--- src/design/ptcr_pkg.sv ---
// Shared types, widths and constants for the PID controller with clamp and ramp.
// No dependencies; imported by every module of the block.
`default_nettype none

package ptcr_pkg;

    localparam int DATA_W  = 32;
    localparam int FRAC_W  = 16;
    localparam int LIM_W   = 31;
    localparam int CFG_W   = (DATA_W > LIM_W) ? DATA_W : LIM_W;
    localparam int EXT_W   = CFG_W + 3;
    localparam int TDATA_W = ((DATA_W + 7) / 8) * 8;
    localparam int IDX_W   = 3;

    typedef logic signed [DATA_W-1:0] data_t;
    typedef logic signed [EXT_W-1:0]  ext_t;
    typedef logic [LIM_W-1:0]         lim_t;

    typedef enum logic [IDX_W-1:0] {
        IDX_KP         = 3'd0,
        IDX_KI_HALF_TS = 3'd1,
        IDX_KD_OVER_TS = 3'd2,
        IDX_LIMIT      = 3'd3,
        IDX_RAMP_STEP  = 3'd4
    } cfg_idx_t;

    // Enables of the two multiplier stages
    typedef struct packed {
        logic mul;
        logic sat;
    } fmul_en_t;

    localparam data_t DMAX = {1'b0, {(DATA_W-1){1'b1}}};
    localparam data_t DMIN = {1'b1, {(DATA_W-1){1'b0}}};
    localparam ext_t  XMAX = ext_t'(DMAX);
    localparam ext_t  XMIN = ext_t'(DMIN);

    // Saturate a wide signed value to the data range
    function automatic data_t sat_data(input ext_t v);
        data_t r;
        if (v > XMAX)
            r = DMAX;
        else if (v < XMIN)
            r = DMIN;
        else
            r = v[DATA_W-1:0];
        return r;
    endfunction

endpackage

`default_nettype wire

--- src/design/ptcr_fmul.sv ---
// Two-stage fixed-point multiplier: full product, then floor shift and saturation.
// Depends on ptcr_pkg.
`default_nettype none

module ptcr_fmul
    import ptcr_pkg::*;
(
    input  wire logic     clk,
    input  wire fmul_en_t en,
    input  wire data_t    a,
    input  wire data_t    b,
    output data_t         result
);

    localparam int PROD_W = 2 * DATA_W;
    localparam int TOP_LO = DATA_W + FRAC_W - 1;

    logic signed [PROD_W-1:0] prod_reg;
    logic signed [PROD_W-1:0] prod_next;
    data_t                    result_reg;
    data_t                    result_next;
    logic [PROD_W-1:TOP_LO]   top_bits;

    assign prod_next = PROD_W'(a) * PROD_W'(b);
    assign top_bits  = prod_reg[PROD_W-1:TOP_LO];

    // Shifted product fits only if the bits above it are all sign copies
    always_comb
    begin
        if ((&top_bits) || !(|top_bits))
            result_next = prod_reg[TOP_LO:FRAC_W];
        else if (prod_reg[PROD_W-1])
            result_next = DMIN;
        else
            result_next = DMAX;
    end

    always_ff @(posedge clk)
    begin
        if (en.mul)
            prod_reg <= prod_next;
        if (en.sat)
            result_reg <= result_next;
    end

    assign result = result_reg;

endmodule

`default_nettype wire

--- config.mk ---
export PLATFORM = sky130hd
export DESIGN_NAME = ptcr_fmul
export DESIGN_NICKNAME = d
export VERILOG_FILES = /design/src/design/ptcr_pkg.sv /design/src/design/ptcr_fmul.sv
export SDC_FILE = /design/constraint.sdc
export NUM_CORES = 2
export LEC_CHECK = 0
export CAP_MARGIN = 25
export CORE_ASPECT_RATIO = 2
export CORE_UTILIZATION = 47
export DETAILED_ROUTE_END_ITERATION = 10
export DONT_BUFFER_PORTS = 1
export PLACE_DENSITY_LB_ADDON = 0.1
export SLEW_MARGIN = 5
export SYNTH_ARGS = -nofsm -noshare
export SYNTH_HDL_FRONTEND = slang
export SYNTH_SLANG_ARGS = --single-unit
--- constraint.sdc ---
create_clock -name clk -period 23.7 [get_ports clk]
set_input_delay 1.185 -clock clk [delete_from_list [all_inputs] [get_ports clk]]
set_output_delay 1.185 -clock clk [all_outputs]
set_load 0.02 [all_outputs]
==> flow_summary_export.csv <==
group,metric,value,unit
outcome,outcome,"complete, no violations",
job,max_cap_viol_count,0,
sta,worst_slew_margin_rel,0.2248,
finish,area.growth.synth_to_final,2.404,%
clocking,clockRootBuffer,"sky130_fd_sc_hd__clkbuf_16",
worst_hold_path,hold_end,"result[31]",
placed_design,port_buffers,0,
clocking,clk_pin_slew_worst_paths,60,ps
die,core_area,80380,µm²
critical_path,endpoint_kind,"flop",
critical_path,worstReg2RegEnd,"result[5]",
finish,post_route_cells_drive_above_1_share,0.009925,
drt,drt_drc_violations_left,0,
synthesis,syn-mean-instance-area,9.747,µm²
clocking,ctsLongestPathBuffers,2,
synthesis,ys_warn_count,0,
clocking,clock_tree_from_tritoncts,"yes",
global_routing,global_route.overflow_total,0,
sta,max_slew_violation_total_from_the_final_report,0,
synthesis,post_synth_inst_count,3914,
drt,detail_route.iter0.violations,1087,
sta,final.setup.tns,0,ps
drt,drt-vias-per-instance,5.407,
worst_hold_path,timing.hold.worst.class,"flop to flop",
critical_path,worstReg2RegStart,"prod_reg[51]",
critical_path,setup.worst_path.start_class,"input pin",
clocking,cts_setup_buffers,0,
die,initial_core_util,0.4747,
sta,share_of_the_clock_period_used_by_the_worst_path_after_layout,0.3649,
finish,finalNetCount,5051,
synthesis,seq_area_frac_synth,0.06297,
drt,vias,25810,
critical_path,cp_data_required_time,23800,ps
placed_design,dp.final_hpwl,100.5,mm
clocking,numCtsBuffers,9,
clocking,cts.hold.buffers_added,0,
critical_path,timing.critical_path.arrival,8750,ps
critical_path,r2r_cells,5,
sta,report.final.hold_viol_count,0,
die,die_width,203.5,µm
sta,timing.fmax,115.6,MHz
clocking,level_count_of_the_clock_h_tree,3,
die,core.rowCount,147,
clocking,worst_skew_pair.late_latency,340,ps
clocking,clock_sinks,80,
global_routing,grt_antenna_before_repair,3,
sta,fin_crit,8649,ps
critical_path,crit_path_max_fanout,32,
die,io_pins,99,
worst_hold_path,min_delay_path_depth,0,
synthesis,fraction_of_synthesized_cell_area_taken_by_the_top_area_cell_type,0.5672,
global_routing,grt_util_all_layers,0.3145,
synthesis,synth_cell_type_count,55,
worst_hold_path,worstHoldStart,"prod_reg[63]",
drt,wire_per_inst,25.72,µm
drt,route.antenna.remaining_nets,0,
synthesis,synth.ff_latch_count,80,
global_routing,grt_pass1_wl,183.6,mm
die,die-area,82390,µm²
finish,largest_reg_flops,48,
sta,fin_worst_skew,5.537,ps
sta,setup-violations-final,0,
synthesis,synthTopCellsByArea,"sky130_fd_sc_hd__fa_1 (57%), sky130_fd_sc_hd__inv_1 (9.7%), sky130_fd_sc_hd__and2_1 (8.4%)",
drt,wirelength,122.7,mm
global_routing,grt_max_degree,49,
synthesis,synth_nets,5242,
critical_path,setup.worst_path.class,"input pin to flop",
sta,rsz0062_at_grt,"false",
placed_design,gp_congestion,0.9592,
global_routing,first_global_vias,30410,
sta,worst-slew-pin-transition,1157,ps
synthesis,number_of_enable_type_register_cells_in_the_synthesized_netlist,80,
die,die_y_extent,404.9,µm
synthesis,syn_area,38150,µm²
clocking,cts-resized-gates,0,
critical_path,rrSetupSlack,21510,ps
synthesis,async_flop_share,0,
synthesis,synth_top_flop_cell,"sky130_fd_sc_hd__edfxtp_1",
synthesis,cell_taking_the_most_area_after_synthesis,"sky130_fd_sc_hd__fa_1",
drt,drt_pre_antenna_iters,5,
worst max-delay path, stage by stage:
cell                       delay (ps)
sky130_fd_sc_hd__and2_1           170
sky130_fd_sc_hd__fa_1             540
sky130_fd_sc_hd__inv_1             50
sky130_fd_sc_hd__fa_1             610
sky130_fd_sc_hd__fa_1             520
sky130_fd_sc_hd__fa_1             520
sky130_fd_sc_hd__fa_1             810
sky130_fd_sc_hd__inv_1            120
sky130_fd_sc_hd__fa_1             430
sky130_fd_sc_hd__fa_1             570
sky130_fd_sc_hd__inv_1             60
sky130_fd_sc_hd__fa_1             480
sky130_fd_sc_hd__inv_1             40
sky130_fd_sc_hd__ha_1             400
sky130_fd_sc_hd__nand3_1          130
sky130_fd_sc_hd__nor4_1           420
sky130_fd_sc_hd__o2111a_1         400
sky130_fd_sc_hd__o211ai_2         200
sky130_fd_sc_hd__a21oi_1          310
sky130_fd_sc_hd__o211ai_1         210
sky130_fd_sc_hd__o211ai_1         290
sky130_fd_sc_hd__a21oi_1          120
sky130_fd_sc_hd__xnor2_1          130
cells by family after synthesis:
logic type / synth area share
xor+xnor: 0.01423
buf+inv: 0.1174
fa+ha+maj: 0.6263
compound gates: 0.02981
simple gates: 0.1494
flops: 0.06297
layout by cell type (no fill, tap or decap), types with 3 or more instances in the layout:
cell type / n
sky130_fd_sc_hd__o21bai_1: 3
sky130_fd_sc_hd__nor2b_1: 4
sky130_fd_sc_hd__nand2b_1: 10
sky130_fd_sc_hd__nand2_1: 513
sky130_fd_sc_hd__nand3_1: 10
sky130_fd_sc_hd__edfxtp_1: 80
sky130_fd_sc_hd__a31oi_1: 4
sky130_fd_sc_hd__nor3_1: 5
sky130_fd_sc_hd__xor2_1: 21
sky130_fd_sc_hd__or2_2: 3
sky130_fd_sc_hd__clkbuf_16: 9
sky130_fd_sc_hd__nand4_1: 16
sky130_fd_sc_hd__a21o_1: 27
sky130_fd_sc_hd__nor4_1: 6
sky130_fd_sc_hd__o211ai_1: 3
sky130_fd_sc_hd__ha_1: 180
sky130_fd_sc_hd__xnor2_1: 41
sky130_fd_sc_hd__buf_4: 4
sky130_fd_sc_hd__a21oi_1: 50
sky130_fd_sc_hd__o21ai_1: 8
sky130_fd_sc_hd__o21a_1: 4
sky130_fd_sc_hd__inv_1: 986
sky130_fd_sc_hd__o21ai_0: 52
sky130_fd_sc_hd__nor2_1: 52
sky130_fd_sc_hd__and2_1: 511
sky130_fd_sc_hd__fa_1: 1081
synthesized netlist by cell type, drive strengths merged (5+ instances only):
| master | instances |
|---|---|
| inv | 986 |
| nand2 | 513 |
| nand2b | 10 |
| nor4 | 6 |
| ha | 180 |
| fa | 1081 |
| edfxtp | 80 |
| nor2 | 52 |
| a21o | 27 |
| o21ai | 61 |
| clkbuf | 205 |
| nor3 | 5 |
| a31oi | 5 |
| o211ai | 5 |
| a21oi | 52 |
| and2 | 512 |
| xnor2 | 41 |
| xor2 | 21 |
| nand4 | 16 |
| nand3 | 10 |
layout make-up:
class / instances / area, µm²
inverter: 986 / 3701
sequential: 80 / 2402
tap: 1043 / 1305
clock inverter: 7 / 95.09
multi-input combinational: 2641 / 31280
fill: 7764 / 41310
antenna: 2 / 5.005
clock buffer: 9 / 225.2
timing repair buffer: 5 / 57.56
worst max-delay path by stage:
stage	end	depth (start not counted)	slack [ps]	startpoint
6_report	prod_reg[62]	23	15050	b[11]
3_3_place_gp	prod_reg[62]	25	14840	a[31]
3_5_place_dp	prod_reg[62]	25	14810	a[31]
2_1_floorplan	prod_reg[62]	24	15400	b[2]
4_1_cts	prod_reg[62]	25	15170	a[31]
5_1_grt	prod_reg[62]	23	14670	b[11]
through the flow:
step                instance area [µm²]  setup slack (ps)  cells    util  hold WS [ps]
floorplan                         38150             15400   3914       -         539.1
global placement                  38700             14840   4752  0.4815         537.3
detailed placement                38740             14810   4754  0.4819         537.6
CTS                               39060             15170   4770  0.4859         552.0
global route                      39060             14670   4771  0.4860         583.6
finish                            39070             15050   4773  0.4861         551.8
routing by layer:
layer  wire length (µm)  global-route usage  share of wire
met1              32430              0.2591           0.26
met2              70740              0.6130           0.58
met3               4419             0.03941          0.036
met4              15150              0.3120           0.12
met5                  0                   0              0
Power is left out: the tool's default activity adds up to more than one toggle a clock period on the data nets, which glitch-free logic cannot reach.
